==> src/hw/rtl/midpoint_subdivision_line_raster_core_assert.svh <==
// ----------------------------------------------------------------------------
// midpoint line raster assertion macros
// concurrent checks for the raster core, clocked and reset-gated
// ----------------------------------------------------------------------------
`ifndef MIDPOINT_SUBDIVISION_LINE_RASTER_CORE_ASSERT_SVH
`define MIDPOINT_SUBDIVISION_LINE_RASTER_CORE_ASSERT_SVH

// condition must hold at every edge out of reset
`define MPS_ASSERT_ALWAYS(label, clk, rst_n, cond, msg) \
    label: assert property (@(posedge clk) disable iff (!rst_n) (cond)) \
        else $error(msg);

// antecedent at one edge implies consequent at the next edge
`define MPS_ASSERT_NEXT(label, clk, rst_n, ante, cons, msg) \
    label: assert property (@(posedge clk) disable iff (!rst_n) (ante) |=> (cons)) \
        else $error(msg);

`endif

==> src/hw/rtl/mps_pkg.sv <==
// ----------------------------------------------------------------------------
// mps_pkg
// shared constants and types of the midpoint line raster
// ----------------------------------------------------------------------------
package mps_pkg;

    localparam int COORD_BITS_DEF  = 6;
    localparam int STACK_DEPTH_DEF = 8;

    // stack control from the sequencer
    typedef struct packed {
        logic push;
        logic pop;
    } stack_ctrl_t;

endpackage

==> src/hw/rtl/mps_if.sv <==
// ----------------------------------------------------------------------------
// mps channel interfaces
// valid/ready channels for segment input and pixel output beats
// ----------------------------------------------------------------------------
interface mps_seg_if #(
    parameter int COORD_BITS = mps_pkg::COORD_BITS_DEF
);
    logic                  valid;
    logic                  ready;
    logic [COORD_BITS-1:0] start_x;
    logic [COORD_BITS-1:0] start_y;
    logic [COORD_BITS-1:0] end_x;
    logic [COORD_BITS-1:0] end_y;

    modport source (output valid, output start_x, output start_y,
                    output end_x, output end_y, input ready);
    modport sink   (input valid, input start_x, input start_y,
                    input end_x, input end_y, output ready);
endinterface

interface mps_pix_if #(
    parameter int COORD_BITS = mps_pkg::COORD_BITS_DEF
);
    logic                  valid;
    logic                  ready;
    logic [COORD_BITS-1:0] pixel_x;
    logic [COORD_BITS-1:0] pixel_y;
    logic                  last_pixel;

    modport source (output valid, output pixel_x, output pixel_y,
                    output last_pixel, input ready);
    modport sink   (input valid, input pixel_x, input pixel_y,
                    input last_pixel, output ready);
endinterface

==> src/hw/rtl/mps_split_unit.sv <==
// ----------------------------------------------------------------------------
// mps_split_unit
// midpoint split of one diagonal segment into left and right halves
// ----------------------------------------------------------------------------
module mps_split_unit #(
    parameter int COORD_BITS = mps_pkg::COORD_BITS_DEF
) (
    input  logic [4*COORD_BITS-1:0] seg,
    output logic [4*COORD_BITS-1:0] left_seg,
    output logic [4*COORD_BITS-1:0] right_seg
);

    localparam int CB = COORD_BITS;

    logic [CB-1:0] ax, ay, bx, by;
    logic [CB-1:0] lx, ly, rx, ry;
    logic [CB:0]   sx, sy;
    logic [CB-1:0] lo, hi, mid_y, top, bot;
    logic          left_high;

    assign {ax, ay, bx, by} = seg;

    always_comb
    begin
        if (bx > ax)
        begin
            lx = ax; ly = ay; rx = bx; ry = by;
        end
        else
        begin
            lx = bx; ly = by; rx = ax; ry = ay;
        end
        left_high = ly > ry;

        // x: the right half starts at floor + 1 in both the odd and the even case
        sx = {1'b0, lx} + {1'b0, rx};
        lo = sx[CB:1];
        hi = lo + 1'b1;

        sy    = {1'b0, ay} + {1'b0, by};
        mid_y = sy[CB:1];
        if (sy[0])
        begin
            bot = mid_y;
            top = mid_y + 1'b1;
        end
        else if (left_high)
        begin
            bot = mid_y - 1'b1;
            top = mid_y;
        end
        else
        begin
            bot = mid_y;
            top = mid_y + 1'b1;
        end

        left_seg  = {lx, ly, lo, (left_high ? top : bot)};
        right_seg = {hi, (left_high ? bot : top), rx, ry};
    end

endmodule

==> src/hw/rtl/mps_seg_stack.sv <==
// ----------------------------------------------------------------------------
// mps_seg_stack
// pending right-half segments, one write port and one registered read port
// ----------------------------------------------------------------------------
module mps_seg_stack #(
    parameter int SEG_W       = 4 * mps_pkg::COORD_BITS_DEF,
    parameter int STACK_DEPTH = mps_pkg::STACK_DEPTH_DEF
) (
    input  logic                           clk,
    input  mps_pkg::stack_ctrl_t           ctrl,
    input  logic [$clog2(STACK_DEPTH)-1:0] wr_addr,
    input  logic [$clog2(STACK_DEPTH)-1:0] rd_addr,
    input  logic [SEG_W-1:0]               wr_data,
    output logic [SEG_W-1:0]               rd_data
);

    logic [SEG_W-1:0] mem [STACK_DEPTH];
    logic [SEG_W-1:0] rd_data_reg;

    always_ff @(posedge clk)
    begin
        if (ctrl.push)
        begin
            mem[wr_addr] <= wr_data;
        end
        if (ctrl.pop)
        begin
            rd_data_reg <= mem[rd_addr];
        end
    end

    assign rd_data = rd_data_reg;

endmodule

==> src/hw/rtl/midpoint_subdivision_line_raster_core.sv <==
// ----------------------------------------------------------------------------
// midpoint_subdivision_line_raster_core
// rasterizes one line segment by midpoint subdivision, one pixel per beat
// ----------------------------------------------------------------------------
// usage
//   seg channel: one beat carries the two endpoints of a segment. ready is
//   high only between segments; a segment is taken in one beat.
//   pix channel: one beat per pixel, in subdivision order; last_pixel marks
//   the final pixel of the segment.
// sequencing
//   a diagonal segment passes through S_EVAL once per split, using the
//   shared split unit; each axis-aligned run takes a setup step in S_EVAL
//   and then emits its pixels from S_RUN, and each stack pop passes
//   through S_POP for the registered stack read.
//   the next segment is taken as soon as the last pixel sits in the output
//   register, even while that beat still waits.
// reset and stall
//   reset empties the stack and drops any pending beat. when the receiver
//   stalls, the sequencer holds in S_RUN and the pixel register keeps its beat.
// ----------------------------------------------------------------------------
`include "midpoint_subdivision_line_raster_core_assert.svh"

module midpoint_subdivision_line_raster_core #(
    parameter int COORD_BITS  = mps_pkg::COORD_BITS_DEF,
    parameter int STACK_DEPTH = mps_pkg::STACK_DEPTH_DEF
) (
    input  logic      clk,
    input  logic      rst_n,
    mps_seg_if.sink   seg,
    mps_pix_if.source pix
);

    localparam int CB          = COORD_BITS;
    localparam int SEG_W       = 4 * CB;
    localparam int SP_W        = $clog2(STACK_DEPTH + 1);
    localparam int AW          = $clog2(STACK_DEPTH);
    localparam int MAX_RESULTS = 1 << CB;
    localparam int CNT_W       = CB + 1;

    typedef enum logic [1:0] {
        S_IDLE,
        S_EVAL,
        S_RUN,
        S_POP
    } state_t;

    state_t             state_reg;
    logic [SEG_W-1:0]   cur_reg;
    logic [SP_W-1:0]    sp_reg;
    logic [CNT_W-1:0]   cnt_reg;
    logic [CB-1:0]      run_pos_reg;
    logic [CB-1:0]      run_end_reg;
    logic [CB-1:0]      run_fix_reg;
    logic               run_vert_reg;
    logic               out_valid_reg;
    logic [CB-1:0]      pixel_x_reg;
    logic [CB-1:0]      pixel_y_reg;
    logic               last_pixel_reg;

    logic [CB-1:0]      ax, ay, bx, by;
    logic [CB-1:0]      run_a, run_b;
    logic               is_run, is_vert;
    logic [SEG_W-1:0]   left_seg, right_seg, pop_seg;
    logic [SP_W-1:0]    sp_dec;
    logic               slot_free, run_done, at_limit, last_beat, emit;
    mps_pkg::stack_ctrl_t stack_ctrl;

    assign {ax, ay, bx, by} = cur_reg;
    assign is_vert = (ax == bx);
    assign is_run  = is_vert || (ay == by);
    assign run_a   = is_vert ? ay : ax;
    assign run_b   = is_vert ? by : bx;

    mps_split_unit #(
        .COORD_BITS (COORD_BITS)
    ) u_split (
        .seg       (cur_reg),
        .left_seg  (left_seg),
        .right_seg (right_seg)
    );

    assign sp_dec    = sp_reg - 1'b1;
    assign slot_free = !out_valid_reg || pix.ready;
    assign emit      = (state_reg == S_RUN) && slot_free;
    assign run_done  = (run_pos_reg == run_end_reg);
    assign at_limit  = (cnt_reg == CNT_W'(MAX_RESULTS - 1));
    assign last_beat = at_limit || (run_done && (sp_reg == '0));

    // full stack drops the right half
    assign stack_ctrl.push = (state_reg == S_EVAL) && !is_run &&
                             (sp_reg < SP_W'(STACK_DEPTH));
    assign stack_ctrl.pop  = emit && run_done && !last_beat;

    mps_seg_stack #(
        .SEG_W       (SEG_W),
        .STACK_DEPTH (STACK_DEPTH)
    ) u_stack (
        .clk     (clk),
        .ctrl    (stack_ctrl),
        .wr_addr (sp_reg[AW-1:0]),
        .rd_addr (sp_dec[AW-1:0]),
        .wr_data (right_seg),
        .rd_data (pop_seg)
    );

    always_ff @(posedge clk or negedge rst_n)
    begin
        if (!rst_n)
        begin
            state_reg      <= S_IDLE;
            cur_reg        <= '0;
            sp_reg         <= '0;
            cnt_reg        <= '0;
            run_pos_reg    <= '0;
            run_end_reg    <= '0;
            run_fix_reg    <= '0;
            run_vert_reg   <= 1'b0;
            out_valid_reg  <= 1'b0;
            pixel_x_reg    <= '0;
            pixel_y_reg    <= '0;
            last_pixel_reg <= 1'b0;
        end
        else
        begin
            if (out_valid_reg && pix.ready && !emit)
            begin
                out_valid_reg <= 1'b0;
            end

            unique case (state_reg)
                S_IDLE:
                begin
                    if (seg.valid)
                    begin
                        cur_reg   <= {seg.start_x, seg.start_y, seg.end_x, seg.end_y};
                        sp_reg    <= '0;
                        cnt_reg   <= '0;
                        state_reg <= S_EVAL;
                    end
                end
                S_EVAL:
                begin
                    if (is_run)
                    begin
                        run_pos_reg  <= (run_a < run_b) ? run_a : run_b;
                        run_end_reg  <= (run_a < run_b) ? run_b : run_a;
                        run_fix_reg  <= is_vert ? ax : ay;
                        run_vert_reg <= is_vert;
                        state_reg    <= S_RUN;
                    end
                    else
                    begin
                        cur_reg <= left_seg;
                        if (stack_ctrl.push)
                        begin
                            sp_reg <= sp_reg + 1'b1;
                        end
                    end
                end
                S_RUN:
                begin
                    if (emit)
                    begin
                        out_valid_reg  <= 1'b1;
                        pixel_x_reg    <= run_vert_reg ? run_fix_reg : run_pos_reg;
                        pixel_y_reg    <= run_vert_reg ? run_pos_reg : run_fix_reg;
                        last_pixel_reg <= last_beat;
                        cnt_reg        <= cnt_reg + 1'b1;
                        if (last_beat)
                        begin
                            state_reg <= S_IDLE;
                        end
                        else if (run_done)
                        begin
                            sp_reg    <= sp_dec;
                            state_reg <= S_POP;
                        end
                        else
                        begin
                            run_pos_reg <= run_pos_reg + 1'b1;
                        end
                    end
                end
                S_POP:
                begin
                    // stack read data lands this cycle
                    cur_reg   <= pop_seg;
                    state_reg <= S_EVAL;
                end
                default:
                begin
                    state_reg <= S_IDLE;
                end
            endcase
        end
    end

    assign seg.ready      = (state_reg == S_IDLE);
    assign pix.valid      = out_valid_reg;
    assign pix.pixel_x    = pixel_x_reg;
    assign pix.pixel_y    = pixel_y_reg;
    assign pix.last_pixel = last_pixel_reg;

    `MPS_ASSERT_ALWAYS(a_sp_bound, clk, rst_n, sp_reg <= SP_W'(STACK_DEPTH), "stack pointer past depth")
    `MPS_ASSERT_ALWAYS(a_run_order, clk, rst_n, (state_reg != S_RUN) || (run_pos_reg <= run_end_reg), "run position past run end")
    `MPS_ASSERT_ALWAYS(a_cnt_bound, clk, rst_n, cnt_reg <= CNT_W'(MAX_RESULTS), "pixel count past limit")
    `MPS_ASSERT_NEXT(a_last_idle, clk, rst_n, emit && last_beat, (state_reg == S_IDLE) && pix.valid && pix.last_pixel, "last pixel did not end the segment")
    `MPS_ASSERT_NEXT(a_pop_empty, clk, rst_n, stack_ctrl.pop, state_reg == S_POP, "pop without fetch cycle")

endmodule

==> src/flat_wrapper.sv <==
// flat-port wrapper written by rule: the top's interface ports become plain ports
module midpoint_subdivision_line_raster_core_flat 
#(
    parameter int COORD_BITS  = mps_pkg::COORD_BITS_DEF,
    parameter int STACK_DEPTH = mps_pkg::STACK_DEPTH_DEF
)
  (clk, rst_n, seg_valid, seg_start_x, seg_start_y, seg_end_x, seg_end_y, seg_ready, pix_valid, pix_pixel_x, pix_pixel_y, pix_last_pixel, pix_ready);
  mps_seg_if #(.COORD_BITS(COORD_BITS)) seg_i ();
  mps_pix_if #(.COORD_BITS(COORD_BITS)) pix_i ();
  input  logic clk;
  input  logic rst_n;
  input wire logic [$bits(seg_i.valid)-1:0] seg_valid;
  input wire logic [$bits(seg_i.start_x)-1:0] seg_start_x;
  input wire logic [$bits(seg_i.start_y)-1:0] seg_start_y;
  input wire logic [$bits(seg_i.end_x)-1:0] seg_end_x;
  input wire logic [$bits(seg_i.end_y)-1:0] seg_end_y;
  output wire logic [$bits(seg_i.ready)-1:0] seg_ready;
  output wire logic [$bits(pix_i.valid)-1:0] pix_valid;
  output wire logic [$bits(pix_i.pixel_x)-1:0] pix_pixel_x;
  output wire logic [$bits(pix_i.pixel_y)-1:0] pix_pixel_y;
  output wire logic [$bits(pix_i.last_pixel)-1:0] pix_last_pixel;
  input wire logic [$bits(pix_i.ready)-1:0] pix_ready;
  assign seg_i.valid = seg_valid;
  assign seg_i.start_x = seg_start_x;
  assign seg_i.start_y = seg_start_y;
  assign seg_i.end_x = seg_end_x;
  assign seg_i.end_y = seg_end_y;
  assign seg_ready = seg_i.ready;
  assign pix_valid = pix_i.valid;
  assign pix_pixel_x = pix_i.pixel_x;
  assign pix_pixel_y = pix_i.pixel_y;
  assign pix_last_pixel = pix_i.last_pixel;
  assign pix_i.ready = pix_ready;
  midpoint_subdivision_line_raster_core #(.COORD_BITS(COORD_BITS), .STACK_DEPTH(STACK_DEPTH)) u_core (.clk(clk), .rst_n(rst_n), .seg(seg_i), .pix(pix_i));
endmodule
==> config.mk <==
export PLATFORM = sky130hd
export DESIGN_NAME = midpoint_subdivision_line_raster_core_flat
export DESIGN_NICKNAME = d
export VERILOG_FILES = /design/src/hw/rtl/mps_pkg.sv /design/src/hw/rtl/mps_if.sv /design/src/hw/rtl/mps_split_unit.sv /design/src/hw/rtl/mps_seg_stack.sv /design/src/hw/rtl/midpoint_subdivision_line_raster_core.sv /design/src/flat_wrapper.sv
export VERILOG_INCLUDE_DIRS = /design/src /design/src/hw/rtl
export SDC_FILE = /design/constraint.sdc
export NUM_CORES = 1
export LEC_CHECK = 0
export ABC_AREA = 1
export BUFFER_PORTS_ARGS = -buffer_cell sky130_fd_sc_hd__buf_2
export CAP_MARGIN = 15
export CORE_MARGIN = 2
export CORE_UTILIZATION = 39
export CTS_CLUSTER_DIAMETER = 200
export DETAILED_ROUTE_END_ITERATION = 8
export HOLD_SLACK_MARGIN = 0.05
export PLACE_DENSITY_LB_ADDON = 0.15
export SLEW_MARGIN = 20
export SYNTH_ARGS = -nofsm -noshare
export SYNTH_HDL_FRONTEND = slang
export SYNTH_SLANG_ARGS = --single-unit
==> constraint.sdc <==
create_clock -name clk -period 4 [get_ports clk]
set_input_delay 0.8 -clock clk [delete_from_list [all_inputs] [get_ports clk]]
set_output_delay 0.8 -clock clk [all_outputs]
set_load 0.03 [all_outputs]
==> results of run 1 <==
-- cell families (layout without fill, tap and decap cells) --
group                      after synthesis  count (layout)  synth area share [%]
xor gates and xnor gates                16              16                  1.03
buffers and inverters                  170             238                  5.06
other                                    0               2                     0
and+or+nand+nor                        467             467                  14.2
DFF                                    286             286                  60.7
adders and majority gates               39              39                  3.71
AOI/OAI and AO/OA                      363             363                  15.2
-- path summary, 6_finish.rpt --
check	from	to	cells past startpoint
max reg2reg	u_core.cur_reg[22]	u_core.u_stack.mem[4][15]	18
max	u_core.cur_reg[22]	u_core.u_stack.mem[4][15]	18
min in group clk	u_core.pix.pixel_x[1]	u_core.pix.pixel_x[1]	2
max in group asynchronous	rst_n	u_core.sp_reg[0]	1
min reg2reg	u_core.pix.pixel_x[1]	u_core.pix.pixel_x[1]	2
min	rst_n	u_core.pix.pixel_x[4]	1
-- metal layers --
metal | track usage (%) | vias up | wire [um]
met5 | 0 | - | 8
met4 | 6.83 | 2 | 1240
met3 | 2.47 | 72 | 1520
met2 | 31.7 | 222 | 16600
met1 | 28.3 | 4835 | 16900
li1 | - | 4798 | -
-- worst max-delay path: stages, from the launching register on --
cell	delay (ns)
dfrtp_1	0.50
inv_1	0.08
ha_1	0.34
nand2_2	0.10
nor2_4	0.16
nand3_4	0.22
nand2_4	0.27
nand2_1	0.07
nand2_1	0.26
nand2_1	0.10
nand2_1	0.07
nand2_1	0.05
nand2_1	0.10
nand3_4	0.12
nand2_4	0.12
inv_6	0.08
nand2_1	0.07
nand2_1	0.06
xor2_1	0.58
-- cell type report --
class                      instances  area share, %
timing repair buffer              81           3.35
tap                              455           3.69
multi-input combinational        885           30.3
sequential                       286           53.3
clock buffer                      35           5.12
clock inverter                    22           1.66
antenna                            2         0.0324
inverter                         100           2.46
-- stage by stage --
step	setup WS (ns)	util, %	hold slack, ns	instances	instance area [um^2]
after floorplan	0.188	-	0.481	1341	13600
after detailed placement	0.480	41.9	0.513	1807	14400
after CTS	0.443	44.9	0.410	1864	15400
after global placement	0.612	41.9	0.507	1807	14400
final	0.318	44.9	0.384	1866	15400
after global routing	0.0669	44.9	0.453	1866	15400
-- cell usage in the layout (no fill, tap or decap), drive strengths merged, types with 29 or more instances in the layout --
cell type | netlist | layout
a21oi | 58 | 58
a31oi | 29 | 29
buf | 8 | 81
clkbuf | 62 | 35
dfrtp | 70 | 70
edfxtp | 216 | 216
ha | 37 | 37
inv | 96 | 98
nand2 | 162 | 162
nand3 | 32 | 32
nor2 | 251 | 251
o21ai | 195 | 195
==> metrics.md, run 1 <==
| Metric | Value |
|---|---|
| Outcome | `completed` |
| Synth top area share | `47.8%` |
| Final period utilization | `92.1%` |
| Count of cell types in the netlist | `45` |
| Crit Path Max Fanout | `23` |
| Normalized max-slew margin | `29.7%` |
| Ys async rst share | `24.5%` |
| First-pass GRT wire length | `55.2 mm` |
| Post-synthesis cell count | `1341` |
| CTS resizes | `0` |
| CP Data Arrival Time | `3.95 ns` |
| Synthesized area | `0.0136 mm^2` |
| Vias in the first global route | `9297` |
| Syn nets | `1408` |
| # H-tree levels | `1` |
| Share of cells above drive strength 1 | `11.6%` |
| Die Area | `0.0363 mm^2` |
| Post-synth top area cell | `edfxtp_1` |
| Reg2reg setup slack | `0.32 ns` |
| Row count | `68` |
| Area Growth Syn to Fin | `13.9%` |
| Routed via count | `9929` |
| Most instantiated cells after synthesis | `249 x nor2_1, 216 x edfxtp_1, 173 x o21ai_0, 158 x nand2_1, 91 x inv_1` |
| Top Ports | `43` |
| Total CTS buffers | `31` |
| Starting density of the core | `39.5%` |
| Max Cap Viol | `0` |
| Via density | `5.32` |
| CTS hold repair buffers | `0` |
| Pin count of the biggest net entering global routing | `82` |
| Slew Limit Fails | `0` |
| Antenna viol nets, final | `0` |
| DRT iter0 DRCs | `744` |
| CTS Sinks | `286` |
| WL/cell | `19.5 um` |
| Die height | `190 um` |
| CP Class | `reg2reg` |
| Area of the multi-input gates | `0.00469 mm^2` |
| Worst Setup End Kind | `register` |
| Worst Hold Class | `in2async` |
| Primary FF master, synth | `edfxtp_1` |
| Worst-path clk slew | `0.06 ns` |
| Max reg flops | `192` |
| Total routed wirelength | `36.3 mm` |
| PortBufs | `42` |
| Sequential cell area fraction in the yosys report | `60.7%` |
| RSZ-0062 raised after global routing | `false` |
| Setup TNS | `0 ns` |
| First drt pass iteration count | `5` |
| Final setup skew | `0.0165 ns` |
| Setup-failing EPs final | `0` |
| DRC | `0` |
| Layout fillers | `3280` |
| Top-count cell post-synth | `nor2_1` |
| Initial antenna violation count | `3` |
| Post-CTS Setup Bufs | `0` |
| CTS tree | `built` |
| Worst-margin pin slew | `1.04 ns` |
| GPL Wtd Cong | `0.862` |
| Clk Latency, worst-skew pair | `0.57 ns` |
| NumNets Final | `1452` |
| Fin crit period | `3.68 ns` |
| Ys Warns | `0` |
| DPL Wire Length | `23.1 mm` |
| Reg area | `0.00824 mm^2` |
| Yosys reg bits | `286` |
| Fmax | `272 MHz` |
| Core area | `0.0344 mm^2` |
| Syn avg cell area | `10.1 um^2` |
| Top cells by area, synth | `edfxtp_1 48%, dfrtp_1 13%, nor2_1 6.9%` |
| Clock root cell | `clkbuf_16` |
| Total GRT Usage | `20.0%` |
| Hold Fails Final Rpt | `0` |
| Grt total ovfl | `0` |
| Die X | `190 um` |
| Crit start category | `register` |
| Number of flops mapped to enable cells by yosys | `216` |
| CTS max path bufs | `3` |
| CP required | `4.26 ns` |
Power of run 1 is left out: the tool's default activity adds up to more than one toggle a clock period on the data nets, which glitch-free logic cannot reach.
==> run 2, diff against run 1 <==
- ABC_AREA: 1 -> unset
==> metrics.md, run 2 <==
| Metric | Value |
|---|---|
| CP required | `4.43 ns (+0.17 ns)` |
| DRC | `0 (unchanged)` |
| CP Class | `reg2reg` |
| Final setup skew | `0.0173 ns (+0.000727 ns)` |
| Clk Latency, worst-skew pair | `0.52 ns (-0.05 ns)` |
| Die X | `189 um (-0.67%)` |
| Share of the core filled with cells | `45.9% (+0.93 points)` |
| Share of cells above drive strength 1 | `22.6% (+11 points)` |
| Crit Path Max Fanout | `13 (-43%)` |
| Syn nets | `1019 (-28%)` |
| Post-CTS Setup Bufs | `0 (unchanged)` |
| DRT iter0 DRCs | `652 (-12%)` |
| Slew Limit Fails | `0 (unchanged)` |
| Yosys reg bits | `286 (unchanged)` |
| NumNets Final | `1087 (-25%)` |
| Total routed wirelength | `34.1 mm (-6.0%)` |
| CTS tree | `built` |
| Sequential cell area fraction in the yosys report | `61.6% (+0.84 points)` |
| Antenna diode count | `0 (-2)` |
| Area of the multi-input gates | `0.00485 mm^2 (+3.6%)` |
| Hold Fails Final Rpt | `0 (unchanged)` |
| First-pass GRT wire length | `51.8 mm (-6.2%)` |
| Vias in the first global route | `8191 (-12%)` |
| Via density | `5.50 (+3.3%)` |
| Post-synthesis cell count | `952 (-29%)` |
| Top cells by area, synth | `edfxtp_1 48%, dfrtp_1 13%, mux4_2 8.1%` |
| Row count | `67 (-1.5%)` |
| Max Cap Viol | `0 (unchanged)` |
| Synth top area share | `48.5% (+0.66 points)` |
| PortBufs | `42 (unchanged)` |
| Primary FF master, synth | `edfxtp_1` |
| Starting density of the core | `39.8% (+0.34 points)` |
| DPL Wire Length | `21.4 mm (-7.6%)` |
| First drt pass iteration count | `5 (unchanged)` |
| Fin crit period | `3.63 ns (-0.0477 ns)` |
| CTS resizes | `0 (unchanged)` |
| Setup TNS | `0 ns (unchanged)` |
| Top Ports | `43 (unchanged)` |
| Outcome | `completed` |
| Final period utilization | `90.9% (-1.2 points)` |
| Total GRT Usage | `19.5% (-0.51 points)` |
| Pin count of the biggest net entering global routing | `71 (-13%)` |
| Number of flops mapped to enable cells by yosys | `216 (unchanged)` |
| CTS max path bufs | `3 (unchanged)` |
| Top-count cell post-synth | `edfxtp_1` |
| Area Growth Syn to Fin | `15.3%` |
| WL/cell | `22.9 um (+18%)` |
| Worst Hold Class | `in2async` |
| Fmax | `275 MHz (+1.3%)` |
| Reg area | `0.00824 mm^2 (about the same)` |
| Total CTS buffers | `34 (+9.7%)` |
| Die Area | `0.0358 mm^2 (-1.3%)` |
| CTS Sinks | `286 (unchanged)` |
| Setup-failing EPs final | `0 (unchanged)` |
| Most instantiated cells after synthesis | `216 x edfxtp_1, 79 x nand2_1, 70 x dfrtp_1, 57 x a21oi_1, 51 x nor2_1` |
| Worst-path clk slew | `0.06 ns (about the same)` |
| Routed via count | `8207 (-17%)` |
| Core area | `0.0336 mm^2 (-2.2%)` |
| Grt total ovfl | `0 (unchanged)` |
| Layout fillers | `3007 (-8.3%)` |
| Syn avg cell area | `14.1 um^2 (+39%)` |
| Worst-margin pin slew | `0.989 ns (-0.0543 ns)` |
| GPL Wtd Cong | `0.889 (+3.1%)` |
| Post-synth top area cell | `edfxtp_1` |
| Most frequent cells in the layout | `216 x edfxtp_1, 79 x nand2_1, 69 x dfrtp_1` |
| CTS hold repair buffers | `0 (unchanged)` |
| Antenna viol nets, final | `0 (unchanged)` |
| Most common cell after layout, fill and taps aside | `edfxtp_1` |
| Die height | `189 um (-0.67%)` |
| CP Data Arrival Time | `4.07 ns (+0.12 ns)` |
| Normalized max-slew margin | `34.0% (+4.4 points)` |
| # H-tree levels | `2 (+1)` |
| Max reg flops | `192 (unchanged)` |
| Synthesized area | `0.0134 mm^2 (-1.4%)` |
| Initial antenna violation count | `1 (-2)` |
| Crit start category | `register` |
| Worst Setup End Kind | `register` |
| Clock root cell | `clkbuf_16` |
| RSZ-0062 raised after global routing | `false` |
| Count of cell types in the netlist | `76 (+69%)` |
| Ys async rst share | `24.5% (unchanged)` |
| Ys Warns | `0 (unchanged)` |
## run 2: cell types whose count changed after synthesis, sizes merged, moves of 28 or more
cell	previous run	this run
clkbuf	62	33
inv	96	34
mux2	0	28
mux2i	0	34
mux4	0	48
nand2	162	82
nor2	251	51
o21ai	195	60
## run 2: worst paths after layout
path | cells after the start | to | slack [ns] | startpoint
worst max-delay path | 14 | u_core.run_pos_reg[2] | 0.37 | u_core.cur_reg[21]
worst min-delay path | 1 | u_core.cnt_reg[1] | 0.43 | rst_n
worst max register to register | 14 | u_core.run_pos_reg[2] | 0.37 | u_core.cur_reg[21]
worst min register to register | 1 | u_core.pix.last_pixel | 0.50 | u_core.pix.last_pixel
max in group asynchronous | 1 | u_core.sp_reg[0] | 2.82 | rst_n
min in group clk | 1 | u_core.pix.last_pixel | 0.50 | u_core.pix.last_pixel
## run 2: kinds of logic after synthesis
group,after synthesis,synth area share (%)
flops,286,61.6
simple gates,212,7.80
compound gates,196,9.50
mux,110,13.1
buf+inv,84,2.59
fa+ha+maj,39,3.76
xor+xnor,25,1.69
## run 2: cell type report
| type | instances | share of cell area, % |
|---|---|---|
| Tap cell | 448 | 3.64 |
| Timing Repair Buffer | 82 | 3.65 |
| Sequential cell | 286 | 53.5 |
| Clock buffer | 41 | 5.69 |
| Clock inverter | 20 | 1.26 |
| Multi-Input combinational cell | 582 | 31.5 |
| Inverter | 34 | 0.828 |
## run 2: metal layers
metal  global-route usage (%)  share of wire [%]  vias to the layer above  wire, um
li1                         -                  -                     3794         -
met5                        0                  0                        -         0
met3                     2.69                3.9                       58      1340
met4                     6.14                2.9                        0      1000
met1                     26.6                 45                     4163     15400
met2                     32.3                 48                      192     16400
## run 2: worst max-delay path: stages (launching register included)
cell,delay [ns]
dfrtp_1,0.45
inv_1,0.09
ha_1,0.38
and4_4,0.26
nand3_2,0.30
mux2i_1,0.34
inv_1,0.10
ha_1,0.30
nand2_1,0.06
o21ai_1,0.13
a41o_1,0.48
buf_4,0.24
mux2i_1,0.21
o22ai_1,0.08
a21oi_1,0.13
## run 2: stage by stage
stage                     hold slack, ns  instance area, um^2  setup slack, ns  instances
after floorplan                    0.469                13400            0.594        952
after global placement             0.480                14300            0.502       1432
after detailed placement           0.497                14300            0.465       1432
after CTS                          0.476                15400            0.434       1493
after global routing               0.520                15400            0.108       1493
final                              0.430                15400            0.365       1493
Power of run 2 is left out for the same reason.
==> run 3, diff against run 2 <==
- clock period: 4 -> 4.1 ns (I/O delays scaled with it)
==> metrics.md, run 3 (same netlist as run 2, synthesis figures left out) <==
| Metric | Value |
|---|---|
| CP Class | `reg2reg` |
| Critical R2R Launch | `u_core.cur_reg[20]` |
| Share of the core filled with cells | `45.9% (about the same)` |
| Total GRT Usage | `19.1% (-0.31 points)` |
| Max reg flops | `192 (unchanged)` |
| Grt total ovfl | `0 (unchanged)` |
| Reg2reg setup slack | `0.45 ns (+0.08 ns)` |
| Worst R2R End | `u_core.run_end_reg[0]` |
| Outcome | `completed` |
| DRC | `0 (unchanged)` |
| Antenna diode count | `0 (unchanged)` |
| CTS resizes | `0 (unchanged)` |
| GPL Wtd Cong | `0.921 (+3.6%)` |
| Area Growth Syn to Fin | `15.2% (about the same)` |
| First drt pass iteration count | `5 (unchanged)` |
| Crit start category | `register` |
| CP required | `4.62 ns (+0.19 ns)` |
| Routed via count | `8161 (-0.56%)` |
| Row count | `67 (unchanged)` |
| Clk Latency, worst-skew pair | `0.58 ns (+0.06 ns)` |
| Critical path's slowest cell | `a41o_1` |
| PortBufs | `42 (unchanged)` |
| Die height | `189 um (unchanged)` |
| Fin cells | `1497 (+0.27%)` |
| First-pass GRT wire length | `51.2 mm (-1.2%)` |
| Total CTS buffers | `31 (-8.8%)` |
| Final period utilization | `89.0% (-1.8 points)` |
| Worst path max stage delay | `0.64 ns (+0.16 ns)` |
| Final setup skew | `0.0149 ns (-0.00238 ns)` |
| CP cell instances | `inv_1, ha_1, and4_4, nand3_2, mux2i_1, inv_1, ha_1, nand2_1, o21ai_1, a41o_1, mux2_2, o21ai_1` |
| # H-tree levels | `1 (-1)` |
| R2R cell count | `12 (-2)` |
| Final Instance Area | `0.0154 mm^2 (about the same)` |
| Most common cell after layout, fill and taps aside | `edfxtp_1` |
| Worst Hold Class | `in2async` |
| Clock root cell | `clkbuf_16` |
| Starting density of the core | `39.8% (unchanged)` |
| Initial antenna violation count | `0 (-1)` |
| Placed Cells | `1439 (+0.49%)` |
| WL/cell | `22.5 um (-1.7%)` |
| Layout fillers | `2995 (-0.40%)` |
| Die Area | `0.0358 mm^2 (unchanged)` |
| NumNets Final | `1091 (+0.37%)` |
| Crit Path Max Fanout | `20 (+7)` |
| Setup-failing EPs final | `0 (unchanged)` |
| Core area | `0.0336 mm^2 (unchanged)` |
| DRT iter0 DRCs | `657 (+0.77%)` |
| CTS hold repair buffers | `0 (unchanged)` |
| Worst-margin pin slew | `0.960 ns (-0.0294 ns)` |
| CTS Sinks | `286 (unchanged)` |
| CTS max path bufs | `3 (unchanged)` |
| Worst Setup End Kind | `register` |
| Antenna viol nets, final | `0 (unchanged)` |
| DPL Wire Length | `22.1 mm (+3.6%)` |
| Worst-path clk slew | `0.06 ns (about the same)` |
| Normalized max-slew margin | `36.0% (+2.0 points)` |
| Max Cap Viol | `0 (unchanged)` |
| Total routed wirelength | `33.6 mm (-1.5%)` |
| Hold Fails Final Rpt | `0 (unchanged)` |
| Fmax | `274 MHz (-0.43%)` |
| Fin crit period | `3.65 ns (+0.0158 ns)` |
| Setup TNS | `0 ns (unchanged)` |
| Post-DP Area | `0.0144 mm^2 (about the same)` |
| RSZ-0062 raised after global routing | `false` |
| Via density | `5.45 (-0.83%)` |
| CTS tree | `built` |
| Pin count of the biggest net entering global routing | `71 (unchanged)` |
| Vias in the first global route | `7940 (-3.1%)` |
| Post-CTS Setup Bufs | `0 (unchanged)` |
| Top Ports | `43 (unchanged)` |
| Die X | `189 um (unchanged)` |
| Most frequent cells in the layout | `216 x edfxtp_1, 79 x nand2_1, 69 x dfrtp_1` |
| CP Data Arrival Time | `4.17 ns (+0.10 ns)` |
| Share of cells above drive strength 1 | `23.7% (+1.2 points)` |
| Slew Limit Fails | `0 (unchanged)` |
run 3: cell types whose count changed in the layout (fill, tap and decap cells not counted), moves of 2 or more:
cell,delta
buf_12,-3
clkinvlp_4,+2
bufinv_16,+2
clkinv_1,-7
buf_4,+10
clkinv_2,+3
nor3_2,+2
clkbuf_16,-3
nor3_4,-2
clkbuf_1,-2
run 3: stage by stage:
stage | setup WS [ns] | hold slack (ns)
detailed placement | 0.467 | 0.491
finish | 0.449 | 0.367
floorplan | 0.0525 | 0.469
global placement | 0.510 | 0.488
global route | 0.106 | 0.438
CTS | 0.436 | 0.407
run 3: worst max-delay path: cells and delay by family (launching register included):
family | cells | cell delay, ns
fa+ha+maj | 2 | 0.64
mux | 2 | 0.75
buf+inv | 2 | 0.17
compound gates | 3 | 0.88
flops | 1 | 0.43
simple gates | 3 | 0.70
run 3: area by class of cell:
cell class	instances	area [um^2]	area share, %
timing repair buffer	89	578	3.75
clock buffer	37	808	5.24
inverter	34	128	0.828
clock inverter	21	259	1.68
multi-input combinational	582	4840	31.4
sequential	286	8240	53.5
tap	448	561	3.64
run 3: how the worst max path moves through the flow:
stage	start	cells after the start	to	slack, ns
floorplan	u_core.cur_reg[20]	9	u_core.u_stack.mem[1][0]	0.05
global placement	u_core.cur_reg[20]	12	u_core.run_end_reg[0]	0.51
detailed placement	u_core.cur_reg[21]	13	u_core.run_pos_reg[5]	0.47
CTS	u_core.cur_reg[21]	13	u_core.run_pos_reg[5]	0.44
global route	u_core.cur_reg[20]	13	u_core.run_pos_reg[5]	0.11
finish	u_core.cur_reg[20]	12	u_core.run_end_reg[0]	0.45
run 3: metal layers:
| metal | global-route usage (%) | part of all wire (%) | vias to the layer above |
|---|---|---|---|
| li1 | - | - | 3788 |
| met1 | 27.0 | 46 | 4139 |
| met2 | 31.1 | 47 | 185 |
| met3 | 2.61 | 3.7 | 49 |
| met4 | 5.28 | 2.7 | 0 |
| met5 | 0 | 0 | - |
Power of run 3 is left out for the same reason.
